## src/rtl/mie_pkg.sv

```systemverilog
// shared types and constants for the modular inverse block
// no dependencies; used by every file under rtl
package mie_pkg;

  localparam int WIDTH = 64;
  localparam int KW = $clog2(WIDTH);

  typedef logic [WIDTH-1:0] word_t;
  typedef logic [KW-1:0] shift_t;

  // result of the shared compare/subtract unit
  typedef struct packed {
    logic  ge;
    word_t diff;
  } cmp_t;

endpackage

```

## src/rtl/mie_cmpsub.sv

```systemverilog
// shared compare and subtract unit: a >= b and a - b
// depends on mie_pkg
module mie_cmpsub (
  input  mie_pkg::word_t a,
  input  mie_pkg::word_t b,
  output mie_pkg::cmp_t  res
);

  logic [mie_pkg::WIDTH:0] d;

  always_comb begin
    d = {1'b0, a} - {1'b0, b};
    res.ge = ~d[mie_pkg::WIDTH];
    res.diff = d[mie_pkg::WIDTH-1:0];
  end

endmodule

```

## src/rtl/mie_modadd.sv

```systemverilog
// shared modular adder: (x + y) mod m for x < m and y <= m
// depends on mie_pkg
module mie_modadd (
  input  mie_pkg::word_t x,
  input  mie_pkg::word_t y,
  input  mie_pkg::word_t m,
  output mie_pkg::word_t sum
);

  logic [mie_pkg::WIDTH:0] s;
  logic [mie_pkg::WIDTH:0] sm;

  always_comb begin
    s = {1'b0, x} + {1'b0, y};
    sm = s - {1'b0, m};
    sum = (s >= {1'b0, m}) ? sm[mie_pkg::WIDTH-1:0] : s[mie_pkg::WIDTH-1:0];
  end

endmodule

```

## src/rtl/modular_inverse_euclid.sv

```systemverilog
// modular inverse by the extended euclidean algorithm, top level and sequencer
// depends on mie_pkg, mie_cmpsub, mie_modadd
//
//   channel  direction  signals
//   in       input      in_valid, in_stall, modulus, value
//   out      output     out_valid, out_stall, inverse, has_inverse
//
// one transaction at a time; in_stall is high from acceptance until the result is loaded
// a run is an initial reduction of value mod modulus, then euclid steps of align, divide,
// negate and update; the divide loop gives one quotient bit per cycle, except that in the
// euclid steps each set quotient bit adds an add state, and it shares one compare/subtract
// unit and one modular adder
// rst is synchronous and clears the sequencer and out_valid
// a stalled result holds in the output register; the next transaction may start meanwhile
module modular_inverse_euclid (
  input  logic           clk,
  input  logic           rst,
  input  logic           in_valid,
  output logic           in_stall,
  input  mie_pkg::word_t modulus,
  input  mie_pkg::word_t value,
  output logic           out_valid,
  input  logic           out_stall,
  output mie_pkg::word_t inverse,
  output logic           has_inverse
);

  localparam logic [3:0] S_IDLE  = 4'd0;
  localparam logic [3:0] S_ALIGN = 4'd1;
  localparam logic [3:0] S_DIV   = 4'd2;
  localparam logic [3:0] S_ADD   = 4'd3;
  localparam logic [3:0] S_EU    = 4'd4;
  localparam logic [3:0] S_NEG   = 4'd5;
  localparam logic [3:0] S_UPD   = 4'd6;
  localparam logic [3:0] S_FIN   = 4'd7;

  logic [3:0]      state;
  mie_pkg::word_t  mreg, r0, r1, t0, t1, rem, ds, acc, res_inv;
  mie_pkg::shift_t k;
  logic            eu, last, res_ok;

  mie_pkg::word_t cs_a, cs_b, ma_x, ma_y, ma_sum;
  mie_pkg::cmp_t  cs;
  logic           can_shift;
  logic           load_out;

  always_comb begin
    cs_a = rem;
    cs_b = ds;
    ma_x = acc;
    ma_y = acc;
    unique case (state)
      S_ALIGN: cs_b = {ds[mie_pkg::WIDTH-2:0], 1'b0};
      S_NEG: begin
        cs_a = mreg;
        cs_b = acc;
      end
      default: ;
    endcase
    unique case (state)
      S_ADD: ma_y = t1;
      S_UPD: begin
        ma_x = t0;
        ma_y = acc;
      end
      default: ;
    endcase
  end

  mie_cmpsub u_cmpsub (.a(cs_a), .b(cs_b), .res(cs));
  mie_modadd u_modadd (.x(ma_x), .y(ma_y), .m(mreg), .sum(ma_sum));

  assign can_shift = ~ds[mie_pkg::WIDTH-1] & cs.ge;
  assign in_stall = (state != S_IDLE);
  // result register is free or being emptied this cycle
  assign load_out = (state == S_FIN) && (!out_valid || !out_stall);

  always_ff @(posedge clk) begin
    if (rst) begin
      state <= S_IDLE;
      out_valid <= 1'b0;
    end else begin
      if (load_out) out_valid <= 1'b1;
      else if (out_valid && !out_stall) out_valid <= 1'b0;
      unique case (state)
        S_IDLE: begin
          if (in_valid) begin
            mreg <= modulus;
            rem <= value;
            ds <= modulus;
            k <= '0;
            eu <= 1'b0;
            res_inv <= '0;
            res_ok <= 1'b0;
            if (modulus < mie_pkg::word_t'(2) || value == '0) state <= S_FIN;
            else state <= S_ALIGN;
          end
        end
        S_ALIGN: begin
          if (can_shift) begin
            ds <= {ds[mie_pkg::WIDTH-2:0], 1'b0};
            k <= k + mie_pkg::shift_t'(1);
          end else begin
            state <= S_DIV;
          end
        end
        S_DIV: begin
          // quotient bit msb first; horner doubling runs alongside
          if (cs.ge) rem <= cs.diff;
          acc <= ma_sum;
          last <= (k == '0);
          if (k != '0) begin
            ds <= {1'b0, ds[mie_pkg::WIDTH-1:1]};
            k <= k - mie_pkg::shift_t'(1);
          end
          if (cs.ge && eu) state <= S_ADD;
          else if (k == '0) state <= eu ? S_NEG : S_EU;
          if (k == '0 && !eu) begin
            // reduction done: set up the euclid loop
            r0 <= mreg;
            r1 <= cs.ge ? cs.diff : rem;
            t0 <= '0;
            t1 <= mie_pkg::word_t'(1);
            eu <= 1'b1;
          end
        end
        S_ADD: begin
          acc <= ma_sum;
          state <= last ? S_NEG : S_DIV;
        end
        S_EU: begin
          if (r1 == '0) begin
            if (r0 == mie_pkg::word_t'(1)) begin
              res_inv <= t0;
              res_ok <= 1'b1;
            end
            state <= S_FIN;
          end else begin
            rem <= r0;
            ds <= r1;
            k <= '0;
            acc <= '0;
            state <= S_ALIGN;
          end
        end
        S_NEG: begin
          // m - acc; acc of zero gives m, which the adder folds back to t0
          acc <= cs.diff;
          state <= S_UPD;
        end
        S_UPD: begin
          r0 <= r1;
          r1 <= rem;
          t0 <= t1;
          t1 <= ma_sum;
          state <= S_EU;
        end
        S_FIN: begin
          if (load_out) begin
            inverse <= res_inv;
            has_inverse <= res_ok;
            state <= S_IDLE;
          end
        end
        default: state <= S_IDLE;
      endcase
    end
  end

  a_flag_nonzero: assert property (@(posedge clk) disable iff (rst)
    out_valid && has_inverse |-> inverse != '0)
    else $error("inverse flagged but zero");

  a_noflag_zero: assert property (@(posedge clk) disable iff (rst)
    out_valid && !has_inverse |-> inverse == '0)
    else $error("no inverse but nonzero result");

  a_rem_order: assert property (@(posedge clk) disable iff (rst)
    state == S_EU |-> r1 < r0)
    else $error("remainder sequence not decreasing");

  a_acc_range: assert property (@(posedge clk) disable iff (rst)
    eu && (state == S_DIV || state == S_ADD) |-> acc < mreg)
    else $error("cofactor product out of range");

endmodule

```

## config.mk

```make
export PLATFORM = sky130hd
export DESIGN_NAME = modular_inverse_euclid
export DESIGN_NICKNAME = d
export VERILOG_FILES = /design/src/rtl/mie_pkg.sv /design/src/rtl/mie_cmpsub.sv /design/src/rtl/mie_modadd.sv /design/src/rtl/modular_inverse_euclid.sv
export SDC_FILE = /design/constraint.sdc
export NUM_CORES = 2
export LEC_CHECK = 0
export BUFFER_PORTS_ARGS = -buffer_cell sky130_fd_sc_hd__buf_4
export CAP_MARGIN = 5
export CORE_MARGIN = 2
export CORE_UTILIZATION = 50
export CTS_CLUSTER_DIAMETER = 50
export DETAILED_ROUTE_END_ITERATION = 6
export PLACE_DENSITY = 0.73
export SYNTH_ARGS = -nofsm -noshare
export SYNTH_HDL_FRONTEND = slang
export SYNTH_SLANG_ARGS = --single-unit
```

## constraint.sdc

```tcl
create_clock -name clk -period 22.5 [get_ports clk]
set_input_delay 4.5 -clock clk [delete_from_list [all_inputs] [get_ports clk]]
set_output_delay 4.5 -clock clk [all_outputs]
set_load 0.03 [all_outputs]
```

---- Word-level counts from Yosys, hierarchy flattened ----
Cells that the tools add are included.
storage, ports and cells
  register bits after elaboration ......... 655
  input bits .............................. 132
  output and inout port bits .............. 67
  word-level logic and storage cells ...... 130
cells by class
  $add $sub $neg .......................... 5
  magnitude comparators ................... 2
  equal/unequal tests ..................... 18
  multiplexer cells ....................... 51
  bitwise logic cells ..................... 4
  reduce and logical (&&, ||, !) cells .... 33
operators by type and width
  operator                                                               count
  64-bit two-way mux                                                     19
  64-bit one-hot mux with 2 select lines                                 6
  64-bit one-hot mux with 3 select lines                                 2
  64-bit one-hot mux with 4 select lines                                 1
  64-bit logical NOT                                                     2
  64-bit by 64-bit adder with 65-bit output                              1
  65-bit by 64-bit greater-or-equal comparator with 1-bit output         1
  64-bit by 64-bit subtractor with 65-bit output                         1
  64-bit by 1-bit == test with 1-bit output, second input constant       1
  64-bit by 2-bit < comparator with 1-bit output, second input constant  1
  64-bit subtractor                                                      1
  4-bit one-hot mux with 8 select lines                                  1
  6-bit two-way mux                                                      4
  6-bit one-hot mux with 4 select lines                                  1
  4-bit two-way mux                                                      5
  2-bit inequality test, second input constant                           9
  4-bit by 3-bit == test with 1-bit output, second input constant        4
  3-bit AND reduction                                                    4
  4-bit AND reduction                                                    3
  3-bit two-way mux                                                      3
  4-bit by 2-bit == test with 1-bit output, second input constant        2
  2-bit nonzero test                                                     4
  4-bit nonzero test                                                     2
  1-bit two-way mux                                                      7
  18 further kinds                                                       28

---- Depth between registers and ports, before layout ----
  depth after elaboration ................. 7
  gate-level depth with buffers ........... 36
  mapped depth without buffers ............ 28

---- Modules after synthesis ----
From an unflattened synthesis, not the netlist that was laid out.
second synthesis, totals
  cells, all modules ...................... 4708
  area, all modules ....................... 44800.5 um^2
modules (own cells, without submodules)
  module                  times used  cells an instance  area each (um^2)  sequential area each (um^2)
  modular_inverse_euclid  1           2723               32020.7           19598.8
  mie_modadd              1           1332               8619.5            0.0
  mie_cmpsub              1           653                4160.2            0.0

---- Least setup slack after synthesis ----
OpenSTA, ideal clock, no wires.
  path type ............................... input -> register
  start point ............................. in rst
  end point ............................... reg res_inv[0] (enable)
  setup time .............................. 0.648 ns
  arrival ................................. 10.905 ns
  data required time ...................... 21.852 ns
  slack ................................... 10.946 ns
  stages .................................. 2
  path buffers ............................ 1
  path through ............................ clkbuf_1 -> nor4_1
on the way
  longest elaborated chain between the ends .. 2
ends and longest elaborated chain
  what                           line                           text
  start: declaration             modular_inverse_euclid.sv:17   input logic rst,
  1-bit NOT (no line)            n/a
  5-bit AND reduction (no line)  n/a
  end signal: assignment         modular_inverse_euclid.sv:134  res_inv <= t0;
  end: declaration               modular_inverse_euclid.sv:38   mie_pkg::word_t mreg, r0, r1, t0, t1, rem, ds, acc, res_inv;
No other way between the ends.
A chain may end at the register's enable or synchronous reset.

---- Final worst setup path ----
  start point ............................. reg state[2]
  end point ............................... reg acc[32], data pin
on the way
  longest elaborated chain between the ends .. 6
  elaborated cells on any way between the ends .. 17
  those cells by class .................... add/sub: 3; order compare: 1; eq/ne: 6; mux: 6; reduce/logical: 1
ends and longest elaborated chain
  what                                                                                                  line                                                        text
  start: declaration                                                                                    modular_inverse_euclid.sv:37                                logic [3:0] state;
  start signal: assignment                                                                              modular_inverse_euclid.sv:117                               else if (k == '0) state <= eu ? S_NEG : S_EU;
  start signal: assignment                                                                              modular_inverse_euclid.sv:129                               state <= last ? S_NEG : S_DIV;
  4-bit by 3-bit == test with 1-bit output or 4-bit by 2-bit == test with 1-bit output (tied branches)  modular_inverse_euclid.sv:60, modular_inverse_euclid.sv:85
  64-bit two-way mux                                                                                    modular_inverse_euclid.sv:60                                unique case (state)
  64-bit by 64-bit adder with 65-bit output                                                             mie_modadd.sv:14                                            s = {1'b0, x} + {1'b0, y};
  64-bit subtractor or 65-bit by 64-bit greater-or-equal comparator with 1-bit output (tied branches)   mie_modadd.sv:15, mie_modadd.sv:16
  64-bit two-way mux                                                                                    mie_modadd.sv:16                                            sum = (s >= {1'b0, m}) ? sm[mie_pkg::WIDTH-1:0] : s[mie_pkg::WIDTH-1:0];
  64-bit one-hot mux with 3 select lines *                                                              modular_inverse_euclid.sv:85                                unique case (state)
  end signal: assignment                                                                                modular_inverse_euclid.sv:110                               acc <= ma_sum;
  end signal: assignment                                                                                modular_inverse_euclid.sv:128                               acc <= ma_sum;
  end signal: assignment                                                                                modular_inverse_euclid.sv:148                               acc <= cs.diff;
  end: declaration                                                                                      modular_inverse_euclid.sv:38
Mark *: on every way between the ends. The rest lies on a longest branch, timed or not.

==> results.tsv <==
metric	value	unit
status	complete, no violations	
Finish-stage setup viols	0	
Pre-antenna DRT Iters	6	
Post-DP HPWL	116000	um
final slew viol count	0	
critical path class	flop to flop	
Final period util	47.8	%
Post-layout nets	4828	
Slew HR	4.24	%
initial antenna violation count	5	
Post-CTS Setup Bufs	0	
fillcell total	7364	
Seq cells post-synth	654	
GR Overflow Total	0	
leading cell type by number of instances after synthesis	edfxtp_1	
# DRC	0	
most frequent cells after synthesis	edfxtp_1, nand2_1, nor2_1, o21ai_0, a21oi_1	
post-synthesis net count	4770	
Post-Route WL	158000	um
FP Rows	106	
Max Cap Viol	0	
Layout area overhead	12.8	%
I/O pin count	199	
Clock Pin Slew Worst Setup and Hold Paths	0.06	ns
Die Span Y	295	um
crit path DAT	11.15	ns
Die Wd	295	um
number of synthesized flops with an enable pin	650	
Synth Instances	4438	
vias in the first global route	34211	
Buffers on Ports	198	
final worst path period need	10.75	ns
average via count per standard cell	6.51	
clk sink count	654	
worst-path maximum fanout	73	
cts-stage hold buffer count	0	
synth top area cells	edfxtp_1, ha_1, nand2_1	
dominant cell type by area after synthesis	edfxtp_1	
htree depth	3	
full die area	87000	um2
Fin Clk Skew	0.0310	ns
Syn Std Cell Area	42300	um2
min-delay src	res_inv[41]	
Worst setup SP type	flop	
Post-synth ARST share	0	%
largest net degree at the start of global routing	168	
HP Class	flop to flop	
CP Launch Point	state[2]	
layout cells sized above 1	11.5	%
required time of the critical path	22.90	ns
first-pass GRT wire length	230000	um
CP endpoint kind	flop	
Synth warnings	0	
Initial Util	50.6	%
via count	37186	
First DRT Iteration DRCs	5513	
r2r startpoint	state[2]	
sequential share of the synthesized area	46.3	%
All-Layer GR Usage	35.8	%
Slew @ Worst Pin	1.43	ns
top_reg_cell synth	edfxtp_1	
CTS Buf Count	90	
unrepaired setup endpoints after global routing	no	
Placeable Area	83700	um2
setup total negative slack	0	ns
post_cts resized	0	
WL/cell	27.6	um
r2r setup slk	11.75	ns
Yosys top cell area share	46.1	%
CTS tree	built	
Max Fclk	93.0	MHz
root buffer cell	clkbuf_16	
clock latency at the later pin of the worst-skew pair	0.68	ns
Clock Tree Buf Depth	3	
Post-DRT Antenna Nets	0	
Final Hold Fails	0	
Post-Syn Area per Cell	9.54	um2
Netlist cell types	78	
placer congestion estimate	1.02	
## critical path: stages (launching register included)
cell	delay, ns
dfxtp_4	0.91
nand3b_1	0.88
buf_4	0.55
buf_4	0.43
nand2_1	0.17
nand2_1	0.07
ha_1	0.43
nand2_1	0.13
o21ai_0	0.44
a21oi_1	0.08
a21o_1	0.31
o41ai_1	0.59
a21oi_1	0.28
o22ai_1	0.73
a21oi_1	0.20
xnor2_1	0.19
ha_1	0.43
and3_1	0.27
nand4_1	0.20
a31oi_1	0.51
a2bb2oi_1	0.41
a221o_1	0.30
a21o_4	0.55
buf_4	0.69
mux2_4	0.36
nand2_1	0.06
o21ai_1	0.08
## layer usage
layer | track usage, % | up-vias | part of all wire [%]
li1 | - | 16565 | -
met1 | 51.2 | 17775 | 41
met2 | 52.8 | 2478 | 42
met3 | 7.63 | 362 | 12
met4 | 14.5 | 6 | 4.5
met5 | 0 | - | 0.029
## cell families (layout without fill, tap and decap cells)
logic type	count (synthesis)	count (layout)	synth area share (%)
mux	198	198	4.95
simple gates	1471	1471	15.8
flops	654	654	46.3
fa+ha+maj	200	200	5.98
buf+inv	426	559	3.89
compound gates	1309	1309	19.4
xor+xnor	180	180	3.72
other cells	0	5	0
## sequential cells by signal, indices dropped and copies added, names as in the netlist
name,cells
t0,64
acc,64
mreg,64
rem,64
k,6
eu,1
state,3
has_inverse,1
inverse,64
ds,64
t1,64
out_valid,1
last,1
res_inv,64
r0,64
res_ok,1
r1,64
## placed cells by master (no fill, tap or decap), types with 24 or more instances in the layout
cell	synthesis	final
edfxtp_1	650	650
nand2_1	624	621
nor2_1	361	358
o21ai_0	338	338
a21oi_1	334	334
buf_4	4	239
ha_1	196	196
inv_1	150	150
and2_1	145	144
a21o_1	129	128
a22oi_1	124	124
xnor2_1	119	119
mux2i_1	109	109
clkbuf_16	0	92
mux2_2	87	87
nand4_1	71	71
nor4_1	73	70
a221o_1	69	69
o21ai_1	64	63
xor2_1	61	61
nand3_1	44	44
o21bai_1	42	42
o22ai_1	40	40
nor3_1	36	35
a31oi_1	27	27
a211oi_1	24	24
nor2b_1	28	24
and3_1	24	24
## cell type report
class | instances | area, um2 | share of cell area (%)
multi-input combinational | 3358 | 21200 | 44.5
sequential | 654 | 19600 | 41.0
clock buffer | 100 | 2330 | 4.88
timing repair buffer | 242 | 1850 | 3.88
tap | 1134 | 1420 | 2.97
clock inverter | 67 | 743 | 1.56
inverter | 150 | 563 | 1.18
antenna | 5 | 12.5 | 0.0262
## metrics by stage
stage          setup slack (ns)  instances  hold slack [ns]  utilization (%)  instance area (um2)
3_3_place_gp              12.32       5538            0.401             53.4                44700
3_5_place_dp              12.14       5538            0.405             53.4                44700
6_report                  11.75       5710            0.416             57.1                47800
2_1_floorplan             10.95       4438            0.400                -                42300
4_1_cts                   12.10       5705            0.417             57.1                47800
5_1_grt                   11.35       5705            0.418             57.1                47800
## worst paths after layout
path / endpoint / cells after the start
setup / recovery: acc[32] / 26
hold / removal: inverse[41] / 0
hold reg to reg: inverse[41] / 0
setup reg to reg: acc[32] / 26
Power is not shown: default switching activity piles up to over one toggle a cycle in this logic, so the estimate is an artifact.
